File: config.mk
export PLATFORM = sky130hd
export DESIGN_NAME = ber_tlv_stream_decoder_core
export DESIGN_NICKNAME = d
export VERILOG_FILES = /design/src/btlv_pkg.sv /design/src/btlv_front.sv /design/src/btlv_queue.sv /design/src/btlv_back.sv /design/src/ber_tlv_stream_decoder_core.sv
export SDC_FILE = /design/constraint.sdc
export NUM_CORES = 1
export LEC_CHECK = 0
export ABC_AREA = 1
export ABC_CLOCK_PERIOD_IN_PS = 8200
export BUFFER_PORTS_ARGS = -buffer_cell sky130_fd_sc_hd__buf_2
export CAP_MARGIN = 20
export CORE_MARGIN = 3
export CORE_UTILIZATION = 35
export DETAILED_ROUTE_END_ITERATION = 10
export GPL_TIMING_DRIVEN = 0
export HOLD_SLACK_MARGIN = 0.08
export MAX_ROUTING_LAYER = met4
export PLACE_DENSITY = 0.62
export RECOVER_POWER = 25
export SLEW_MARGIN = 25
export SYNTH_ARGS = -nofsm -noshare
export SYNTH_HDL_FRONTEND = slang
export SYNTH_SLANG_ARGS = --single-unit
File: constraint.sdc
create_clock -name clock -period 8.2 [get_ports clock]
set_input_delay 1.23 -clock clock [delete_from_list [all_inputs] [get_ports clock]]
set_output_delay 1.23 -clock clock [all_outputs]
set_load 0.02 [all_outputs]
File: src/btlv_pkg.sv
`timescale 1ns / 1ps
// Shared types, codes and helpers for the BER TLV stream decoder.
package btlv_pkg;

   localparam int MAX_LENGTH_BYTES = 4;
   localparam int QUEUE_DEPTH      = 4;
   localparam int QUEUE_AW         = $clog2(QUEUE_DEPTH);

   localparam logic [7:0] TAG_INTEGER   = 8'h02;
   localparam logic [7:0] TAG_OID       = 8'h06;
   localparam logic [7:0] TAG_COUNTER   = 8'h41;
   localparam logic [7:0] TAG_GAUGE     = 8'h42;
   localparam logic [7:0] TAG_TIMETICKS = 8'h43;
   localparam logic [7:0] TAG_COUNTER64 = 8'h46;

   typedef enum logic [2:0] {
      KIND_HEADER  = 3'd0,
      KIND_BYTE    = 3'd1,
      KIND_NUMBER  = 3'd2,
      KIND_ARC     = 3'd3,
      KIND_UNKNOWN = 3'd4,
      KIND_TRUNC   = 3'd5
   } kind_type;

   typedef struct packed {
      logic [7:0] in_byte;
      logic       in_last;
   } btlv_req_type;

   typedef struct packed {
      kind_type          kind;
      logic [7:0]        tag_seen;
      logic signed [63:0] value;
      logic              item_done;
   } btlv_rsp_type;

   typedef struct packed {
      logic         two;
      btlv_rsp_type r0;
      btlv_rsp_type r1;
   } btlv_entry_type;

   typedef struct packed {
      logic           push;
      btlv_entry_type entry;
   } btlv_push_type;

   typedef struct packed {
      logic           valid;
      btlv_entry_type entry;
   } btlv_head_type;

   function automatic btlv_rsp_type make_rsp(kind_type kind, logic [7:0] tag,
                                             logic [63:0] value, logic done);
      btlv_rsp_type r;
      r.kind      = kind;
      r.tag_seen  = tag;
      r.value     = value;
      r.item_done = done;
      return r;
   endfunction

   function automatic logic known_tag(logic [7:0] t);
      logic k;
      unique case (t) inside
         8'h02, 8'h04, 8'h05, 8'h06, 8'h30,
         8'h40, 8'h41, 8'h42, 8'h43, 8'h46,
         8'hA0, 8'hA1, 8'hA2, 8'hA3, 8'hA4,
         8'hA5, 8'hA7, 8'h80, 8'h81, 8'h82: k = 1'b1;
         default: k = 1'b0;
      endcase
      return k;
   endfunction

   function automatic logic number_tag(logic [7:0] t);
      return t == TAG_INTEGER || t == TAG_COUNTER || t == TAG_GAUGE ||
             t == TAG_TIMETICKS || t == TAG_COUNTER64;
   endfunction

endpackage

File: src/btlv_front.sv
`timescale 1ns / 1ps
// Front end: accepts bytes, tracks TLV phase and builds result beats.
module btlv_front import btlv_pkg::*; (
   input  logic          clock,
   input  logic          reset,
   input  logic          req_valid,
   output logic          req_stall,
   input  btlv_req_type  req_payload,
   input  logic          queue_full,
   output btlv_push_type push
);

   typedef enum logic [1:0] {
      PH_TAG  = 2'd0,
      PH_LEN  = 2'd1,
      PH_LENB = 2'd2,
      PH_BODY = 2'd3
   } phase_type;

   phase_type   phase_ff, phase_in;
   logic [7:0]  tag_ff, tag_in;
   logic [3:0]  lbl_ff, lbl_in;
   logic [31:0] left_ff, left_in;
   logic [63:0] num_ff, num_in;
   logic [31:0] arc_ff, arc_in;
   logic        first_ff, first_in;

   logic [7:0]   b;
   logic         last;
   logic         accept;
   btlv_rsp_type res0, res1;
   logic [1:0]   nres;
   logic         end_item;
   logic         hdr_fire;
   logic [31:0]  hdr_len;
   logic [31:0]  len_next;
   logic         done;
   logic [63:0]  acc_base, num_new;
   logic [31:0]  arc_new;
   logic [15:0]  prod;
   logic [2:0]   quo;
   logic [7:0]   rem;

   assign b         = req_payload.in_byte;
   assign last      = req_payload.in_last;
   assign req_stall = queue_full;
   assign accept    = req_valid && !req_stall;

   // divide by 40 through reciprocal multiply
   assign prod = {8'd0, b} * 16'd205;
   assign quo  = prod[15:13];
   assign rem  = b - ({5'd0, quo} * 8'd40);

   assign len_next = (left_ff[31:24] != 8'd0) ? 32'hFFFF_FFFF : {left_ff[23:0], b};
   assign done     = (left_ff == 32'd1);
   assign acc_base = first_ff ? {64{b[7]}} : num_ff;
   assign num_new  = {acc_base[55:0], b};
   assign arc_new  = {arc_ff[24:0], b[6:0]};

   always_comb begin
      phase_in = phase_ff;
      tag_in   = tag_ff;
      lbl_in   = lbl_ff;
      left_in  = left_ff;
      num_in   = num_ff;
      arc_in   = arc_ff;
      first_in = first_ff;
      res0     = '0;
      res1     = '0;
      nres     = 2'd0;
      end_item = 1'b0;
      hdr_fire = 1'b0;
      hdr_len  = '0;
      unique case (phase_ff)
         PH_TAG: begin
            if (!known_tag(b)) begin
               res0     = make_rsp(KIND_UNKNOWN, b, 64'd0, 1'b1);
               nres     = 2'd1;
               end_item = 1'b1;
               lbl_in   = '0;
               left_in  = '0;
            end else begin
               tag_in   = b;
               phase_in = PH_LEN;
            end
         end
         PH_LEN: begin
            if (b[7]) begin
               if (b[3:0] == 4'd0) begin
                  hdr_fire = 1'b1;
               end else begin
                  lbl_in   = b[3:0];
                  left_in  = (b[3:0] > 4'(MAX_LENGTH_BYTES)) ? 32'hFFFF_FFFF : 32'd0;
                  phase_in = PH_LENB;
               end
            end else begin
               hdr_fire = 1'b1;
               hdr_len  = {24'd0, b};
            end
         end
         PH_LENB: begin
            lbl_in = lbl_ff - 4'd1;
            if (lbl_ff == 4'd1) begin
               hdr_fire = 1'b1;
               hdr_len  = len_next;
            end else begin
               left_in = len_next;
            end
         end
         PH_BODY: begin
            left_in = left_ff - 32'd1;
            if (number_tag(tag_ff)) begin
               num_in = num_new;
               if (done) begin
                  nres = 2'd1;
                  res0 = make_rsp(KIND_NUMBER, tag_ff,
                                  (tag_ff == TAG_INTEGER) ?
                                  {{32{num_new[31]}}, num_new[31:0]} : num_new, 1'b1);
               end
            end else if (tag_ff == TAG_OID) begin
               if (first_ff) begin
                  if (done || !last) begin
                     nres = 2'd2;
                     res0 = make_rsp(KIND_ARC, tag_ff, {61'd0, quo}, 1'b0);
                     res1 = make_rsp(KIND_ARC, tag_ff, {56'd0, rem}, done);
                  end
               end else begin
                  arc_in = arc_new;
                  if (!b[7] || done) begin
                     nres   = 2'd1;
                     res0   = make_rsp(KIND_ARC, tag_ff, {32'd0, arc_new}, done);
                     arc_in = '0;
                  end
               end
            end else begin
               nres = 2'd1;
               res0 = make_rsp(KIND_BYTE, tag_ff, {56'd0, b}, done);
            end
            first_in = 1'b0;
            if (done) begin
               end_item = 1'b1;
               phase_in = PH_TAG;
               lbl_in   = '0;
               left_in  = '0;
            end
         end
         default: phase_in = PH_TAG;
      endcase

      if (hdr_fire) begin
         nres     = 2'd1;
         res0     = make_rsp(KIND_HEADER, tag_ff, {32'd0, hdr_len}, hdr_len == 32'd0);
         num_in   = '0;
         arc_in   = '0;
         first_in = 1'b1;
         left_in  = hdr_len;
         if (hdr_len == 32'd0) begin
            phase_in = PH_TAG;
            lbl_in   = '0;
         end else begin
            phase_in = PH_BODY;
         end
      end

      // flag data that ends inside an item
      if (last && !end_item && phase_in != PH_TAG) begin
         if (nres == 2'd0) begin
            res0 = make_rsp(KIND_TRUNC, tag_in, 64'd0, 1'b1);
         end else begin
            res1 = make_rsp(KIND_TRUNC, tag_in, 64'd0, 1'b1);
         end
         nres     = nres + 2'd1;
         phase_in = PH_TAG;
         lbl_in   = '0;
         left_in  = '0;
      end
   end

   always_comb begin
      push.push     = accept && (nres != 2'd0);
      push.entry.two = (nres == 2'd2);
      push.entry.r0  = res0;
      push.entry.r1  = res1;
   end

   always_ff @(posedge clock) begin
      if (reset) begin
         phase_ff <= PH_TAG;
         tag_ff   <= '0;
         lbl_ff   <= '0;
         left_ff  <= '0;
         num_ff   <= '0;
         arc_ff   <= '0;
         first_ff <= 1'b1;
      end else if (accept) begin
         phase_ff <= phase_in;
         tag_ff   <= tag_in;
         lbl_ff   <= lbl_in;
         left_ff  <= left_in;
         num_ff   <= num_in;
         arc_ff   <= arc_in;
         first_ff <= first_in;
      end
   end

endmodule

File: src/btlv_queue.sv
`timescale 1ns / 1ps
// Short queue of result bundles between the front and back ends.
module btlv_queue import btlv_pkg::*; (
   input  logic          clock,
   input  logic          reset,
   input  btlv_push_type push,
   output logic          full,
   output btlv_head_type head,
   input  logic          pop
);

   btlv_entry_type mem_ff [QUEUE_DEPTH];
   logic [QUEUE_AW-1:0] wr_ff, wr_in;
   logic [QUEUE_AW-1:0] rd_ff, rd_in;
   logic [QUEUE_AW:0]   count_ff, count_in;
   logic                do_push, do_pop;

   assign full       = (count_ff == (QUEUE_AW+1)'(QUEUE_DEPTH));
   assign do_push    = push.push && !full;
   assign do_pop     = pop && (count_ff != '0);
   assign head.valid = (count_ff != '0);
   assign head.entry = mem_ff[rd_ff];

   always_comb begin
      wr_in    = do_push ? wr_ff + 1'b1 : wr_ff;
      rd_in    = do_pop ? rd_ff + 1'b1 : rd_ff;
      count_in = count_ff + (QUEUE_AW+1)'(do_push) - (QUEUE_AW+1)'(do_pop);
   end

   always_ff @(posedge clock) begin
      if (do_push) begin
         mem_ff[wr_ff] <= push.entry;
      end
   end

   always_ff @(posedge clock) begin
      if (reset) begin
         wr_ff    <= '0;
         rd_ff    <= '0;
         count_ff <= '0;
      end else begin
         wr_ff    <= wr_in;
         rd_ff    <= rd_in;
         count_ff <= count_in;
      end
   end

endmodule

File: src/btlv_back.sv
`timescale 1ns / 1ps
// Back end: splits each queued bundle into one or two result beats.
module btlv_back import btlv_pkg::*; (
   input  logic          clock,
   input  logic          reset,
   input  btlv_head_type head,
   output logic          pop,
   output logic          rsp_valid,
   input  logic          rsp_stall,
   output btlv_rsp_type  rsp_payload
);

   logic sub_ff, sub_in;
   logic accept;

   assign rsp_valid   = head.valid;
   assign rsp_payload = sub_ff ? head.entry.r1 : head.entry.r0;
   assign accept      = rsp_valid && !rsp_stall;
   assign pop         = accept && (sub_ff || !head.entry.two);
   assign sub_in      = accept ? (!sub_ff && head.entry.two) : sub_ff;

   always_ff @(posedge clock) begin
      if (reset) begin
         sub_ff <= 1'b0;
      end else begin
         sub_ff <= sub_in;
      end
   end

endmodule

File: src/ber_tlv_stream_decoder_core.sv
`timescale 1ns / 1ps
// Top level of the SNMP BER TLV stream decoder.
// Results of an accepted byte are registered in the queue, which drives the output.
// Throughput: one input beat per cycle while the queue has room; one result beat per
// cycle while rsp_stall is low. Two results of one byte share a 4-bundle queue entry.
// Reset (synchronous): decoder expects a tag, queue empties, no result beat is valid.
module ber_tlv_stream_decoder_core import btlv_pkg::*; (
   input  logic         clock,
   input  logic         reset,
   input  logic         req_valid,
   output logic         req_stall,
   input  btlv_req_type req_payload,
   output logic         rsp_valid,
   input  logic         rsp_stall,
   output btlv_rsp_type rsp_payload
);

   btlv_push_type push;
   btlv_head_type head;
   logic          queue_full;
   logic          pop;

   btlv_front u_front (
      .clock       (clock),
      .reset       (reset),
      .req_valid   (req_valid),
      .req_stall   (req_stall),
      .req_payload (req_payload),
      .queue_full  (queue_full),
      .push        (push)
   );

   btlv_queue u_queue (
      .clock (clock),
      .reset (reset),
      .push  (push),
      .full  (queue_full),
      .head  (head),
      .pop   (pop)
   );

   btlv_back u_back (
      .clock       (clock),
      .reset       (reset),
      .head        (head),
      .pop         (pop),
      .rsp_valid   (rsp_valid),
      .rsp_stall   (rsp_stall),
      .rsp_payload (rsp_payload)
   );

endmodule

---- After elaboration in Yosys (flattened, before gate mapping) ----
Memories as Yosys holds them, arrays and structs flattened. A register that Yosys moved wholly into a read port is not among the register bits.
Cells that the tools add are included.
cells by class
  $add $sub $neg .......................... 8
  multiply operators ...................... 2
  magnitude comparators ................... 1
  equal/unequal tests ..................... 39
  muxes and demuxes ....................... 86
  reduce and logical (&&, ||, !) cells .... 39
operators with widths
  operator                                                               number
  76-bit two-way mux                                                     14
  32-bit two-way mux                                                     10
  75-bit two-way mux                                                     4
  56-bit two-way mux                                                     4
  76-bit one-hot mux with 2 select lines                                 1
  25-bit two-way mux                                                     6
  32-bit one-hot mux with 4 select lines                                 1
  8-bit == test (second input constant)                                  10
  8-bit by 7-bit == test with 1-bit output (second input constant)       9
  64-bit two-way mux                                                     1
  32-bit one-hot mux with 2 select lines                                 1
  32-bit by 1-bit == test with 1-bit output (second input constant)      1
  8-bit by 3-bit == test with 1-bit output (second input constant)       4
  32-bit zero test                                                       1
  32-bit by 1-bit subtractor with 32-bit output (second input constant)  1
  2-bit two-way mux                                                      15
  4-bit two-way mux                                                      7
  20-bit OR reduction                                                    1
  8-bit by 2-bit == test with 1-bit output (second input constant)       2
  8-bit by 8-bit multiplier with 16-bit output (second input constant)   1
  8-bit two-way mux                                                      2
  4-bit one-hot mux with 4 select lines                                  1
  1-bit two-way mux                                                      14
  4-bit by 3-bit != test with 1-bit output (second input constant)       3
  30 further kinds                                                       61
word-level totals
  bits in registers ....................... 136
  bits in writable memories ............... 612
  input bits .............................. 13
  output and inout port bits .............. 78
  logic and storage cells ................. 187
  memories kept ........................... 1
memories
  name            words  bits a word  rd ports  clocked after Yosys merged registers in  wr ports  RTL line          RTL
  u_queue.mem_ff  4      153          1         1                                        1         btlv_queue.sv:12  btlv_entry_type mem_ff [QUEUE_DEPTH];

---- Logic depth before layout (Yosys ltp) ----
  depth in word-level cells ............... 15
  mapped depth ............................ 28

---- Modules after synthesis ----
A second synthesis with hierarchy kept.
second synthesis, totals
  cells, all modules ...................... 3611
  area, all modules ....................... 35372.7 µm²
modules (own cells, without submodules)
  module      instances  cells an instance  area each (µm²)
  btlv_queue  1          1546               23176.0
  btlv_front  1          1808               11146.9
  btlv_back   1          257                1049.8

---- Worst setup path before layout ----
OpenSTA, ideal clock, no wires.
  path type ............................... input-to-reg
  from .................................... input port req_payload[1] in the netlist's numbering
  to ...................................... memory u_queue.mem_ff[0][0] in the netlist's numbering (enable)
  library setup time ...................... 0.554 ns
  arrival time ............................ 7.553 ns
  path slack .............................. 0.093 ns
  cell stages on the path ................. 18
  path buffers ............................ 1
  path through ............................ clkbuf_1 -> inv_1 -> ha_1 -> o21ai_0 -> nand2_1 -> o21ai_0 -> nand4_1 -> inv_1 -> nand2_1 -> nand2_1 -> nor2_1 -> ha_1 -> inv_1 -> nand3_1 -> nand2_1 -> nand2_1 -> nand2_1 -> nor2_1
on the way
  word-level cells in the longest chain between the ends .. 15
  elaborated cells between the ends (all ways) .. 54
  those cells by class .................... add/sub (1); eq/ne (20); mux (23); reduce/logical (10)
ends and longest elaborated chain
  what                                                                            RTL line                           RTL
  start: declaration                                                              ber_tlv_stream_decoder_core.sv:12  input btlv_req_type req_payload,
  branches (longest 9 deep; another with 2-bit by 1-bit adder with 2-bit output)  --
  2-bit two-way mux *                                                             btlv_front.sv:166                  if (last && !end_item && phase_in != PH_TAG) begin
  2-bit nonzero test *                                                            btlv_front.sv:180                  push.push = accept && (nres != 2'd0);
  1-bit logical AND *                                                             btlv_front.sv:180
  1-bit logical AND *                                                             btlv_queue.sv:19                   assign do_push = push.push && !full;
  1-bit two-way mux *                                                             btlv_queue.sv:31                   if (do_push) begin
  1-bit two-way mux (not written as such) *                                       btlv_queue.sv:32                   mem_ff[wr_ff] <= push.entry;
  end: declaration                                                                btlv_queue.sv:12
Mark *: on every way between the ends. The select of a mux whose other input is x is not followed.

==> metrics.csv <==
metric,value,unit
status,completed,
Fin Clk Skew,0.0415,ns
min-delay worst type,flip-flop to flip-flop,
Inst Count DP,3997,
r2r startpoint,u_front.phase_ff[0],
post-synthesis cell type count,45,
Post-CTS Setup Bufs,0,
critical path arrival,7.38,ns
Mapped Nets,3026,
Syn Area/Cell,8.85,µm²
post-synth top area share,45.0,%
core box area,73100,µm²
Finished Layout Cells,4099,
max_slew headroom,27.0,%
Gate Count Post-Synth,2927,
first-pass GRT wire length,120,mm
Post-synth top cells,"nand2_1 (501), nor2_1 (499), edfxtp_1 (388), o21ai_0 (387), a21oi_1 (314)",
worst-margin pin slew,1.08,ns
Max Clk Rate,142,MHz
CP max-delay cell,clkbuf_1,
post-cts sizing count,0,
most frequent cell after synthesis,nand2_1,
post-route ant nets,0,
Vias,21600,
layout cells sized above 1,5.57,%
"Cell Area, Synth",25900,µm²
Initial Util,35.4,%
Clock Pin Slew Worst Setup and Hold Paths,0.06,ns
RePlAce Congestion,0.987,
"Top FF cell, synth",edfxtp_1,
num ports,91,
startpoint types,primary input,
hold depth,2,
die width,278,µm
Post-synth ARST share,0,%
Yosys top cell by area,edfxtp_1,
Post-synth EDFFs,388,
unrepaired setup endpoints after global routing,false,
CP dominant cell by count,inv_1,
Pleak,11.1,nW
Pwr per Cell Area,270,nW/µm²
vias per cell,5.28,
Critical path buffers and inverters,8,
Yosys warnings,0,
Wirelength per Cell,19.3,µm
sequential area share after synthesis,55.7,%
Worst R2R Setup Slack,3.05,ns
CTS tree,done,
post-DP HPWL,56.7,mm
GRT Util Overall,20.6,%
max_cap viols,0,
family with the most delay on the worst path,adder cells,
#FFs+latches synth,526,
DR iter-0 viols,2190,
hold slack,0.456,ns
Period minus WS final,7.05,ns
largest net degree at the start of global routing,22,
H-tree levels,2,
# clock sinks,526,
CTS max path bufs,3,
Worst EP required,8.53,ns
Final Max Tran Viols,0,
"top cells by area, synth","edfxtp_1 (45%), dfxtp_1 (11%), o21ai_0 (7.5%)",
global route total overflow,0,
initial antenna violation count,1,
CP peak stage delay,0.62,ns
number of global-route vias before repair,20100,
Root Buffer Master,clkbuf_16,
final net count,3193,
area delta synth->final,15.1,%
DRT Pass-1 Iters,6,
overall die height,278,µm
hold wc startpoint,u_front.num_ff[47],
total power draw,8.03,mW
Final period util,86.0,%
endpoints failing hold,0,
Filler cells,7238,
final setup violation count,0,
clock latency at the later pin of the worst-skew pair,0.62,ns
Setup Slack @ Placement,0.760,ns
Finished Cell Area,29800,µm²
full die area,77300,µm²
Rows,99,
hold endpoint,u_front.num_ff[47],
DRC viols,0,
Worst R2R End,u_queue.mem_ff[1][100],
Final WS setup,1.15,ns
nature of the critical path endpoint,flip-flop,
CTS buffer count,54,
Area after DPL,28100,µm²
Final Util,40.8,%
final WL,79.3,mm
Max IR drop VDD,0.170,mV
Diodes inserted,0,
port buffer count,89,
setup TNS,0,ns
R2R depth,19,
critical path class,primary input to flip-flop,
CP max FO,10,
cts hold-fix bufs,0,
==> sequential cells by signal, summed over array words and instances, names as in the netlist, 3 cells and up, named ones only <==
name              cells
u_front.num_ff       56
u_front.tag_ff        8
u_queue.count_ff      3
u_front.arc_ff       25
u_front.left_ff      32
u_queue.mem_ff      388
u_front.lbl_ff        4
==> per-layer routing <==
| metal | share of wire (%) | up-vias | routed length, µm | global-route usage [%] |
|---|---|---|---|---|
| met5 | 0 | - | 0 | - |
| met1 | 43 | 10200 | 34400 | 27.8 |
| li1 | - | 10400 | - | - |
| met2 | 46 | 900 | 36300 | 32.3 |
| met3 | 7.9 | 137 | 6290 | 2.89 |
| met4 | 2.8 | 0 | 2250 | 6.16 |
==> worst max-delay path by stage <==
stage                                        end      startpoint  cells past startpoint  slack (ns)
after global routing        u_queue.mem_ff[0][8]  req_payload[1]                     28        0.71
after detailed placement    u_queue.mem_ff[1][8]  req_payload[1]                     28        0.76
after floorplan             u_queue.mem_ff[0][0]  req_payload[1]                     18        0.09
after CTS                   u_queue.mem_ff[2][8]  req_payload[1]                     28        1.38
after global placement    u_queue.mem_ff[0][100]  req_payload[1]                     19       -4.93
final                       u_queue.mem_ff[2][8]  req_payload[1]                     28        1.15
==> power by group <==
group | internal, mW | switching (mW) | leakage (nW)
combinational | 0.663 | 1.72 | 5.50
sequential | 3.11 | 0.0684 | 4.69
clock | 1.42 | 1.05 | 0.885
total | 5.19 | 2.84 | 11.1
==> area by class of cell <==
| cell class | instances | area, µm² | area share, % |
|---|---|---|---|
| well taps | 959 | 1200 | 4.03 |
| repair buffers | 111 | 908 | 3.05 |
| clock buffers | 80 | 1580 | 5.29 |
| inverters | 190 | 713 | 2.39 |
| flip-flops and latches | 526 | 14400 | 48.4 |
| clock inverters | 22 | 240 | 0.806 |
| multi-input cells | 2027 | 9990 | 33.5 |
| plain buffers | 184 | 748 | 2.51 |
==> logic make-up (layout without fill, tap and decap cells) <==
kind of cell / after synthesis / in the layout / share of synthesized area [%]
DFF: 526 / 526 / 55.7
xor gates and xnor gates: 23 / 23 / 0.778
AOI/OAI and AO/OA: 788 / 788 / 15.9
buffers and inverters: 374 / 587 / 5.74
adders and majority gates: 86 / 86 / 4.47
and+or+nand+nor: 1130 / 1130 / 17.4
==> placed cells by master (no fill, tap or decap), drive strengths merged, types with 2 or more instances in the layout <==
master and n:
xor2 18, fa 11, clkinv 15, o22ai 24
nand3b 3, edfxtp 388, a21o 2, nor2 504
a211oi 2, dfxtp 138, buf 77, a22oi 3
inv 192, bufinv 2, clkbuf 298, nor3 16
clkinvlp 3, o31ai 4, nand3 54, o21ai 392
a31oi 24, ha 75, o211ai 2, o2111ai 9
nor4 3, nand4 41, a221oi 4, nand2 507
xnor2 5, a32oi 4, a21oi 316
==> tightest hold or removal path, delay by kind of cell (launching register included) <==
family	cells	cell delay [ns]
flip-flops	1	0.30
AND/OR/NAND/NOR	1	0.06
AO/OA/AOI/OAI	1	0.05
Note: power is estimated with default switching activity, not from simulation.
